--- src/sv/xps_pkg.sv ---
package xps_pkg;

    localparam int unsigned WORD_W = 64;
    localparam int unsigned HALF_W = 32;

    localparam logic [WORD_W-1:0] SM_GAMMA = 64'h9E37_79B9_7F4A_7C15;
    localparam logic [WORD_W-1:0] SM_MUL_A = 64'hBF58_476D_1CE4_E5B9;
    localparam logic [WORD_W-1:0] SM_MUL_B = 64'h94D0_49BB_1331_11EB;

    localparam int unsigned SM_SHIFT_A = 30;
    localparam int unsigned SM_SHIFT_B = 27;
    localparam int unsigned SM_SHIFT_C = 31;

    localparam int unsigned XO_ROT_A   = 55;
    localparam int unsigned XO_SHIFT   = 14;
    localparam int unsigned XO_ROT_B   = 36;

    // Partial-product steps of the shared multiplier
    localparam logic [1:0] MS_LO_LO = 2'd0;
    localparam logic [1:0] MS_LO_HI = 2'd1;
    localparam logic [1:0] MS_HI_LO = 2'd2;
    localparam logic [1:0] MS_LAST  = 2'd3;

    typedef enum logic [1:0] {
        SD_IDLE,
        SD_MUL_A,
        SD_MUL_B
    } t_seed_state;

    typedef struct packed {
        logic              start;
        logic [WORD_W-1:0] a;
        logic [WORD_W-1:0] b;
    } t_mul_req;

    typedef struct packed {
        logic              done;
        logic [WORD_W-1:0] prod;
    } t_mul_rsp;

endpackage

--- src/sv/xps_mullo.sv ---
module xps_mullo (
    input  logic              i_clk,
    input  logic              i_rst_n,
    input  xps_pkg::t_mul_req i_req,
    output xps_pkg::t_mul_rsp o_rsp
);

    logic                         r_busy;
    logic                         r_done;
    logic [1:0]                   r_cnt;
    logic [xps_pkg::WORD_W-1:0]   r_a;
    logic [xps_pkg::WORD_W-1:0]   r_b;
    logic [xps_pkg::WORD_W-1:0]   r_prod;
    logic [xps_pkg::WORD_W-1:0]   r_acc;

    logic [xps_pkg::HALF_W-1:0]   op_x;
    logic [xps_pkg::HALF_W-1:0]   op_y;
    logic [xps_pkg::WORD_W-1:0]   n_prod;

    // Low 64 bits of a 64x64 product: lo*lo plus the two cross terms shifted up
    always_comb begin
        case (r_cnt)
            xps_pkg::MS_LO_LO: begin
                op_x = r_a[xps_pkg::HALF_W-1:0];
                op_y = r_b[xps_pkg::HALF_W-1:0];
            end
            xps_pkg::MS_LO_HI: begin
                op_x = r_a[xps_pkg::HALF_W-1:0];
                op_y = r_b[xps_pkg::WORD_W-1:xps_pkg::HALF_W];
            end
            xps_pkg::MS_HI_LO: begin
                op_x = r_a[xps_pkg::WORD_W-1:xps_pkg::HALF_W];
                op_y = r_b[xps_pkg::HALF_W-1:0];
            end
            default: begin
                op_x = '0;
                op_y = '0;
            end
        endcase
        n_prod = {{xps_pkg::HALF_W{1'b0}}, op_x} * {{xps_pkg::HALF_W{1'b0}}, op_y};
    end

    always_ff @(posedge i_clk) begin
        if (!i_rst_n) begin
            r_busy <= 1'b0;
            r_done <= 1'b0;
            r_cnt  <= '0;
        end else begin
            r_done <= 1'b0;
            if (i_req.start) begin
                r_busy <= 1'b1;
                r_cnt  <= '0;
            end else if (r_busy) begin
                r_cnt <= r_cnt + 2'd1;
                if (r_cnt == xps_pkg::MS_LAST) begin
                    r_busy <= 1'b0;
                    r_done <= 1'b1;
                end
            end
        end
    end

    always_ff @(posedge i_clk) begin
        if (i_req.start) begin
            r_a <= i_req.a;
            r_b <= i_req.b;
        end
        if (r_busy) begin
            r_prod <= n_prod;
            // accumulate the product registered in the step before
            if (r_cnt == xps_pkg::MS_LO_HI) begin
                r_acc <= r_prod;
            end else if (r_cnt == xps_pkg::MS_HI_LO || r_cnt == xps_pkg::MS_LAST) begin
                r_acc[xps_pkg::WORD_W-1:xps_pkg::HALF_W] <=
                    r_acc[xps_pkg::WORD_W-1:xps_pkg::HALF_W] +
                    r_prod[xps_pkg::HALF_W-1:0];
            end
        end
    end

    assign o_rsp.done = r_done;
    assign o_rsp.prod = r_acc;

endmodule

--- src/sv/xps_seeder.sv ---
module xps_seeder (
    input  logic                       i_clk,
    input  logic                       i_rst_n,
    input  logic                       i_start,
    input  logic [xps_pkg::WORD_W-1:0] i_seed,
    input  xps_pkg::t_mul_rsp          i_mul_rsp,
    output xps_pkg::t_mul_req          o_mul_req,
    output logic                       o_done,
    output logic [xps_pkg::WORD_W-1:0] o_word_zero,
    output logic [xps_pkg::WORD_W-1:0] o_word_one
);

    xps_pkg::t_seed_state         r_state;
    xps_pkg::t_seed_state         n_state;
    logic                         r_half;
    logic                         n_half;
    logic [xps_pkg::WORD_W-1:0]   r_x;
    logic [xps_pkg::WORD_W-1:0]   n_x;
    logic [xps_pkg::WORD_W-1:0]   r_z0;
    logic [xps_pkg::WORD_W-1:0]   n_z0;

    logic [xps_pkg::WORD_W-1:0]   z_base;
    logic [xps_pkg::WORD_W-1:0]   z_sum;
    logic [xps_pkg::WORD_W-1:0]   z_mix;
    logic [xps_pkg::WORD_W-1:0]   p_mix;
    logic [xps_pkg::WORD_W-1:0]   p_fin;

    assign z_base = (r_state == xps_pkg::SD_IDLE) ? i_seed : r_x;
    assign z_sum  = z_base + xps_pkg::SM_GAMMA;
    assign z_mix  = z_sum ^ (z_sum >> xps_pkg::SM_SHIFT_A);
    assign p_mix  = i_mul_rsp.prod ^ (i_mul_rsp.prod >> xps_pkg::SM_SHIFT_B);
    assign p_fin  = i_mul_rsp.prod ^ (i_mul_rsp.prod >> xps_pkg::SM_SHIFT_C);

    always_ff @(posedge i_clk) begin
        if (!i_rst_n) begin
            r_state <= xps_pkg::SD_IDLE;
            r_half  <= 1'b0;
        end else begin
            r_state <= n_state;
            r_half  <= n_half;
        end
    end

    always_ff @(posedge i_clk) begin
        r_x  <= n_x;
        r_z0 <= n_z0;
    end

    always_comb begin
        n_state   = r_state;
        n_half    = r_half;
        n_x       = r_x;
        n_z0      = r_z0;
        o_mul_req = '0;
        o_done    = 1'b0;
        case (r_state)
            xps_pkg::SD_IDLE: begin
                if (i_start) begin
                    // keep seed + 1 for the second word
                    n_x             = i_seed + 64'd1;
                    n_half          = 1'b0;
                    o_mul_req.start = 1'b1;
                    o_mul_req.a     = z_mix;
                    o_mul_req.b     = xps_pkg::SM_MUL_A;
                    n_state         = xps_pkg::SD_MUL_A;
                end
            end
            xps_pkg::SD_MUL_A: begin
                if (i_mul_rsp.done) begin
                    o_mul_req.start = 1'b1;
                    o_mul_req.a     = p_mix;
                    o_mul_req.b     = xps_pkg::SM_MUL_B;
                    n_state         = xps_pkg::SD_MUL_B;
                end
            end
            xps_pkg::SD_MUL_B: begin
                if (i_mul_rsp.done) begin
                    if (!r_half) begin
                        n_z0            = p_fin;
                        n_half          = 1'b1;
                        o_mul_req.start = 1'b1;
                        o_mul_req.a     = z_mix;
                        o_mul_req.b     = xps_pkg::SM_MUL_A;
                        n_state         = xps_pkg::SD_MUL_A;
                    end else begin
                        o_done  = 1'b1;
                        n_state = xps_pkg::SD_IDLE;
                    end
                end
            end
            default: begin
                n_state = xps_pkg::SD_IDLE;
            end
        endcase
    end

    assign o_word_zero = r_z0;
    assign o_word_one  = p_fin;

endmodule

--- src/sv/xoroshiro_prng_with_seeding.sv ---
// Channel   Valid        Stall         Word
// input     i_in_valid   o_in_stall    i_action, i_seed_value
// output    o_out_valid  i_out_stall   o_random_word
//
// A draw registers the sum and advances the state in one step, and a new draw can
// follow in the next cycle while the output register drains, unless a held result is stalled.
// A reseed runs on the shared 32x32 multiplier: splitmix64 twice, two 64-bit
// multiplies each, three partial products per multiply.
// After reset the block seeds itself from zero and holds o_in_stall high until seeding is done.
// o_in_stall is high while seeding and while a held result is stalled.
module xoroshiro_prng_with_seeding (
    input  logic               i_clk,
    input  logic               i_rst_n,
    input  logic               i_in_valid,
    output logic               o_in_stall,
    input  logic               i_action,
    input  logic signed [63:0] i_seed_value,
    output logic               o_out_valid,
    input  logic               i_out_stall,
    output logic [63:0]        o_random_word
);

    logic                         r_boot;
    logic                         r_busy;
    logic                         r_out_valid;
    logic [xps_pkg::WORD_W-1:0]   r_w0;
    logic [xps_pkg::WORD_W-1:0]   r_w1;
    logic [xps_pkg::WORD_W-1:0]   r_out_word;

    logic                         in_acc;
    logic                         out_acc;
    logic                         draw;
    logic                         seed_start;
    logic [xps_pkg::WORD_W-1:0]   seed;
    logic                         seed_done;
    logic [xps_pkg::WORD_W-1:0]   seed_w0;
    logic [xps_pkg::WORD_W-1:0]   seed_w1;
    logic [xps_pkg::WORD_W-1:0]   mixed;
    logic [xps_pkg::WORD_W-1:0]   n_w0;
    logic [xps_pkg::WORD_W-1:0]   n_w1;

    xps_pkg::t_mul_req            mul_req;
    xps_pkg::t_mul_rsp            mul_rsp;

    assign o_in_stall = r_busy | (r_out_valid & i_out_stall);
    assign in_acc     = i_in_valid & ~o_in_stall;
    assign out_acc    = r_out_valid & ~i_out_stall;
    assign draw       = in_acc & i_action;
    assign seed_start = r_boot | (in_acc & ~i_action);
    assign seed       = r_boot ? '0 : $unsigned(i_seed_value);

    assign mixed = r_w0 ^ r_w1;
    assign n_w0  = {r_w0[xps_pkg::WORD_W-xps_pkg::XO_ROT_A-1:0],
                    r_w0[xps_pkg::WORD_W-1:xps_pkg::WORD_W-xps_pkg::XO_ROT_A]}
                   ^ mixed ^ (mixed << xps_pkg::XO_SHIFT);
    assign n_w1  = {mixed[xps_pkg::WORD_W-xps_pkg::XO_ROT_B-1:0],
                    mixed[xps_pkg::WORD_W-1:xps_pkg::WORD_W-xps_pkg::XO_ROT_B]};

    xps_seeder u_seeder (
        .i_clk       (i_clk),
        .i_rst_n     (i_rst_n),
        .i_start     (seed_start),
        .i_seed      (seed),
        .i_mul_rsp   (mul_rsp),
        .o_mul_req   (mul_req),
        .o_done      (seed_done),
        .o_word_zero (seed_w0),
        .o_word_one  (seed_w1)
    );

    xps_mullo u_mullo (
        .i_clk   (i_clk),
        .i_rst_n (i_rst_n),
        .i_req   (mul_req),
        .o_rsp   (mul_rsp)
    );

    always_ff @(posedge i_clk) begin
        if (!i_rst_n) begin
            r_boot      <= 1'b1;
            r_busy      <= 1'b1;
            r_out_valid <= 1'b0;
        end else begin
            r_boot <= 1'b0;
            if (seed_start) begin
                r_busy <= 1'b1;
            end else if (seed_done) begin
                r_busy <= 1'b0;
            end
            if (draw) begin
                r_out_valid <= 1'b1;
            end else if (out_acc) begin
                r_out_valid <= 1'b0;
            end
        end
    end

    always_ff @(posedge i_clk) begin
        if (seed_done) begin
            r_w0 <= seed_w0;
            r_w1 <= seed_w1;
        end else if (draw) begin
            // hand out the sum, then advance
            r_out_word <= r_w0 + r_w1;
            r_w0       <= n_w0;
            r_w1       <= n_w1;
        end
    end

    assign o_out_valid   = r_out_valid;
    assign o_random_word = r_out_word;

endmodule
--- config.mk ---
export PLATFORM = sky130hd
export DESIGN_NAME = xoroshiro_prng_with_seeding
export DESIGN_NICKNAME = d
export VERILOG_FILES = /design/src/sv/xps_pkg.sv /design/src/sv/xps_mullo.sv /design/src/sv/xps_seeder.sv /design/src/sv/xoroshiro_prng_with_seeding.sv
export SDC_FILE = /design/constraint.sdc
export NUM_CORES = 2
export LEC_CHECK = 0
export BUFFER_PORTS_ARGS = -buffer_cell sky130_fd_sc_hd__buf_2
export CELL_PAD_IN_SITES_DETAIL_PLACEMENT = 1
export CELL_PAD_IN_SITES_GLOBAL_PLACEMENT = 2
export CORE_AREA = 2 2 362 364
export DETAILED_ROUTE_END_ITERATION = 10
export DIE_AREA = 0 0 364 366
export PLACE_DENSITY_LB_ADDON = 0.12
export SLEW_MARGIN = 5
export SYNTH_ARGS = -nofsm -noshare
export SYNTH_HDL_FRONTEND = slang
export SYNTH_SLANG_ARGS = --single-unit
--- constraint.sdc ---
create_clock -name i_clk -period 26 [get_ports i_clk]
set_input_delay 7.8 -clock i_clk [delete_from_list [all_inputs] [get_ports i_clk]]
set_output_delay 7.8 -clock i_clk [all_outputs]
set_load 0.02 [all_outputs]
== After elaboration in Yosys (flattened, before gate mapping) ==
Index checks and enable logic that the tools add are counted.

* Add/sub/neg operators: 5
* $mul: 1
* Divide/modulo/power cells: 0
* Order comparisons: 0
* Equality and inequality tests: 8
* Shift operators: 0
* Muxes and demuxes: 33
* Bitwise operators: 20
* Reduce and logical (&&, ||, !) cells: 19

{| class="wikitable"
|+ Operator list
! cell !! number
|-
| $mux W129 || 4
|-
| $pmux W129 S3 || 1
|-
| $mux W64 || 6
|-
| $xor A64 B64 Y64 || 3
|-
| $pmux W32 S2 || 2
|-
| $add A64 B1 Y64 const B || 1
|-
| $add A64 B64 Y64 || 1
|-
| $add A64 B64 Y64 const B || 1
|-
| $mul A32 B32 Y64 || 1
|-
| $mux W32 || 2
|-
| $xor A64 B33 Y64 || 1
|-
| $xor A64 B34 Y64 || 1
|-
| $xor A64 B37 Y64 || 1
|-
| $add A32 B32 Y32 || 1
|-
| $mux W1 || 13
|-
| $reduce_and A3 Y1 || 3
|-
| $reduce_and A2 Y1 || 4
|-
| $reduce_bool A2 Y1 || 4
|-
| $reduce_or A2 Y1 || 4
|-
| $not A1 Y1 || 7
|-
| $eq A2 B2 Y1 const B || 3
|-
| $mux W2 || 3
|-
| $pmux W2 S3 || 1
|-
| $and A1 B1 Y1 || 5
|-
| other kinds (9) || 13
|}

* Register bits: 586
* Latch bits: 0
* Memory bits (writable): 0
* Memory bits (read-only): 0
* Input bits: 69
* Output and inout port bits: 66
* Memories: 0

== Longest topological paths before layout ==
* Word-level depth: 9
* Depth in mapped cells: 37
* Depth with buffers taken out: 32

== By module ==
Synthesis repeated with hierarchy kept, for this count alone.

* Cells, all modules: 6863
* Area, all modules: 66752.8 sq um

{| class="wikitable"
|+ Modules (own cells, without submodules)
! module !! times used !! cells an instance !! area each (sq um) !! seq. area each (sq um)
|-
| xps_mullo || 1 || 4487 || 43027.5 || 7767.4
|-
| xoroshiro_prng_with_seeding || 1 || 1219 || 12615.8 || 5825.6
|-
| xps_seeder || 1 || 1157 || 11109.4 || 3903.7
|}

== Worst setup path before layout ==
No wires, ideal clock.

* Path type: input to output
* Start: input port i_out_stall
* End: output port o_in_stall
* Data arrival time: 8127 ps
* Setup slack: 10073 ps
* Stages on the path: 2
* Path buffers: 0
* Cell sequence: a21oi_1 -> inv_1

* Word-level cells in the longest chain between the ends: 2

{| class="wikitable"
|+ Ends and longest elaborated chain
! item !! RTL line !! RTL
|-
| start, declared || xoroshiro_prng_with_seeding.sv:19 || <nowiki>input logic i_out_stall,</nowiki>
|-
| $and A1 B1 Y1 || xoroshiro_prng_with_seeding.sv:45 || <nowiki>assign o_in_stall = r_busy | (r_out_valid & i_out_stall);</nowiki>
|-
| $or A1 B1 Y1 || xoroshiro_prng_with_seeding.sv:45 ||
|-
| end, declared || xoroshiro_prng_with_seeding.sv:15 || <nowiki>output logic o_in_stall,</nowiki>
|}

Every way passes these cells.

== Worst setup path in the final report ==
Same ends and word-level chain as after synthesis.

==> results.toml <==
[detailed_routing]
vias_per_cell = 5.78
finalWirelength_mm = 221
vias = 44711
drtIter0Drc = 4520
drcViolationCount = 0
postRouteAntennaNets = 0
dr.pass1.iters = 6
wire_per_inst_um = 28.6

[clock_network]
cts_buffers = 52
cts_tree = "built"
clockBufferDepth = 3
cts_sinks = 525
insertion_delay_ns = 0.65
hold_buffers = 0
cts_root_buf = "clkbuf_16"
cts-resized-gates = 0
h-tree-depth = 2
clk_pin_slew_ns = 0.07
cts_setup_buffers = 0

[global_route]
track_usage_pct = 33.5
grt.met1_usage_pct = 49.4
grt_first_pass_wirelength_mm = 324
first_global_vias = 46875
grt_max_degree = 85
antenna_found_initial = 8
busiest_layer = "met2"
gr-total-overflow = 0
globalRouteMet3Util_pct = 4.40
globalRouteMet2Util_pct = 50.3

[sta]
tightest_slew_ns = 1.44
max_freq_mhz = 61.9
setup_tns_ns = 0
drv_slew = 0
skew_ns = 0.0299
period_share_pct = 62.1
final.min_clock_period_ns = 16.15
hold_viol_final = 0
relSlewSlack_pct = 3.38
setup_viol = 0
rsz0062_at_grt = "no"

[synthesis]
synth_top_area_share_pct = 28.0
synth_area_leaders = "fa_1 28%, edfxtp_1 26%, ha_1 9.0%, inv_1 6.4%, xnor2_1 4.2%"
synthArstFlopShare_pct = 0
yosysWarnings = 0
postSynthAreaPerCell_sq_um = 9.99
synth.net_count = 7243
synth_edf_count = 515
yosysTopAreaCell = "fa_1"
synth-seq-cells = 525
synth_area_sq_mm = 0.0591
netlist_instances = 5920
synth_cell_types = 86
yosys_most_used_dff = "edfxtp_1"
ys_seq_area_share_pct = 26.5

[floorplan]
die_h_um = 366
dieArea_sq_mm = 0.133
num_rows = 132
ios = 135
core_sq_mm = 0.129
die_x_um = 364
start_util_pct = 45.8

[job]
maxCapViolations = 0

[worst_setup_path]
cpLargestDelayFamily = "buffers and inverters"
cp-start-kind = "input pin"
critPathKind = "input pin to output port"
critPathArrivalTime_ns = 8.35
worstPathRequired_ns = 18.20
cp_num_buf_inv = 3
cp_slowest_stage_delay_ns = 0.22
crit_top_cell = "buf_2"
cp_slowest_cell = "a21oi_1"
path_max_fanout = 3
crit_chain = "buf_2, a21oi_1, inv_1, buf_2"
worstSetupEndpointType = "output port"

[cells_and_area]
diodes = 0
num-fill-cells = 14336
drive_gt1_share_pct = 6.31
nNetsFinal = 7269
area_growth_pct = 7.49

[placement]
portBuffers = 134
gp_congestion = 0.990
dpl.hpwl_mm = 183

[run_status]
status = "finished, final reports clean"

[min_path]
holdCritPathClass = "flop to flop"
-- synth_stat cells (26+ instances only) --
| master | number |
|---|---|
| a21o_1 | 100 |
| a21oi_1 | 232 |
| a22o_1 | 33 |
| a22oi_1 | 34 |
| a31oi_1 | 28 |
| and2_1 | 28 |
| clkbuf_1 | 212 |
| edfxtp_1 | 515 |
| fa_1 | 828 |
| ha_1 | 426 |
| inv_1 | 1002 |
| nand2_1 | 519 |
| nand2b_1 | 60 |
| nand3_1 | 61 |
| nand4_1 | 54 |
| nor2_1 | 497 |
| nor2b_1 | 48 |
| nor3_1 | 60 |
| nor3b_1 | 26 |
| o21a_1 | 26 |
| o21ai_0 | 266 |
| o21bai_1 | 32 |
| o22ai_1 | 39 |
| xnor2_1 | 281 |
| xor2_1 | 194 |
-- layout make-up --
class / instances / area, sq um / area share [%]
Multi-Input combinational cell: 4151 / 38900 / 61.2
Timing Repair Buffer: 213 / 1260 / 1.99
Clock buffer: 63 / 1390 / 2.19
Tap cell: 1742 / 2180 / 3.43
Sequential cell: 525 / 15700 / 24.7
Inverter: 1003 / 3760 / 5.92
Clock inverter: 34 / 387 / 0.608
-- sequential cells by signal (all words and copies together), names as in the netlist --
signal and cells:
o_random_word 64, r_w0 64, r_w1 64, u_mullo.r_a 64, u_mullo.r_acc 64, u_mullo.r_prod 64, u_seeder.o_word_zero 64, u_seeder.r_x 64
u_mullo.r_b 3, u_mullo.r_cnt 2, u_seeder.r_state 2, o_out_valid 1, r_boot 1, r_busy 1, u_mullo.r_busy 1, u_mullo.r_done 1
u_seeder.r_half 1
-- per-stage QoR --
step / cells / cell area (sq um) / util [%] / hold WS [ns] / setup slack (ns)
2_1_floorplan: 5920 / 59100 / - / 0.424 / 10.07
3_3_place_gp: 7634 / 61800 / 47.9 / 0.501 / 9.84
3_5_place_dp: 7634 / 61800 / 47.9 / 0.479 / 9.86
4_1_cts: 7731 / 63600 / 49.3 / 0.513 / 9.86
5_1_grt: 7731 / 63600 / 49.3 / 0.535 / 9.81
6_report: 7731 / 63600 / 49.3 / 0.513 / 9.85
-- cells by family (layout without fill, tap and decap cells) --
logic type / after synthesis / in the layout / synth area share [%]
AO/OA/AOI/OAI: 934 / 934 / 9.91
XOR/XNOR: 476 / 476 / 7.07
adder cells (fa/ha/maj): 1254 / 1254 / 37.0
buffers and inverters: 1244 / 1313 / 7.94
flip-flops: 525 / 525 / 26.5
multiplexers: 16 / 16 / 0.286
AND/OR/NAND/NOR: 1471 / 1471 / 11.3
-- metal layers --
layer,wire length (um),up-vias,share of wire [%]
li1,-,19350,-
met1,97800,23223,44
met2,97300,1783,44
met3,16400,353,7.4
met4,9860,2,4.5
met5,16,-,0.0072
-- final timing paths --
check / start / end / slack [ns] / cells past startpoint
max: i_out_stall / o_in_stall / 9.85 / 4
max reg2reg: u_mullo.r_cnt[0]$_SDFFE_PP0P_ / u_mullo.r_prod[63]$_DFFE_PP_ / 14.45 / 31
min: u_seeder.o_word_zero[10]$_DFFE_PP_ / r_w0[10]$_DFFE_PP_ / 0.51 / 2
min reg2reg: u_seeder.o_word_zero[10]$_DFFE_PP_ / r_w0[10]$_DFFE_PP_ / 0.51 / 2
-- worst reg2reg max path: cells and delay by family, from the launching register on --
kind,cells,cell delay (ns)
AOI/OAI and AO/OA,7,2.00
adders and majority gates,10,4.41
buffers and inverters,6,0.97
DFF,1,0.38
and+or+nand+nor,8,3.67
-- cells in the final DEF (no fill, tap or decap), drive strengths merged, types with 12 or more instances in the layout --
cell	netlist	routed
a211oi	17	17
a21o	100	100
a21oi	232	232
a22o	33	33
a22oi	34	34
a31oi	28	28
and2	29	29
and3	20	20
buf	29	213
clkbuf	212	63
clkinv	1	19
edfxtp	515	515
fa	828	828
ha	426	426
inv	1002	1004
nand2	519	519
nand2b	60	60
nand3	61	61
nand4	54	54
nor2	497	497
nor2b	48	48
nor3	60	60
nor3b	27	27
nor4b	12	12
o211ai	15	15
o21a	26	26
o21ai	275	275
o21bai	33	33
o22ai	39	39
o31ai	17	17
or2	23	23
or3	20	20
xnor2	281	281
xor2	194	194
Power is left out: the tool's default activity adds up to more than one toggle a clock period on the data nets, which glitch-free logic cannot reach.
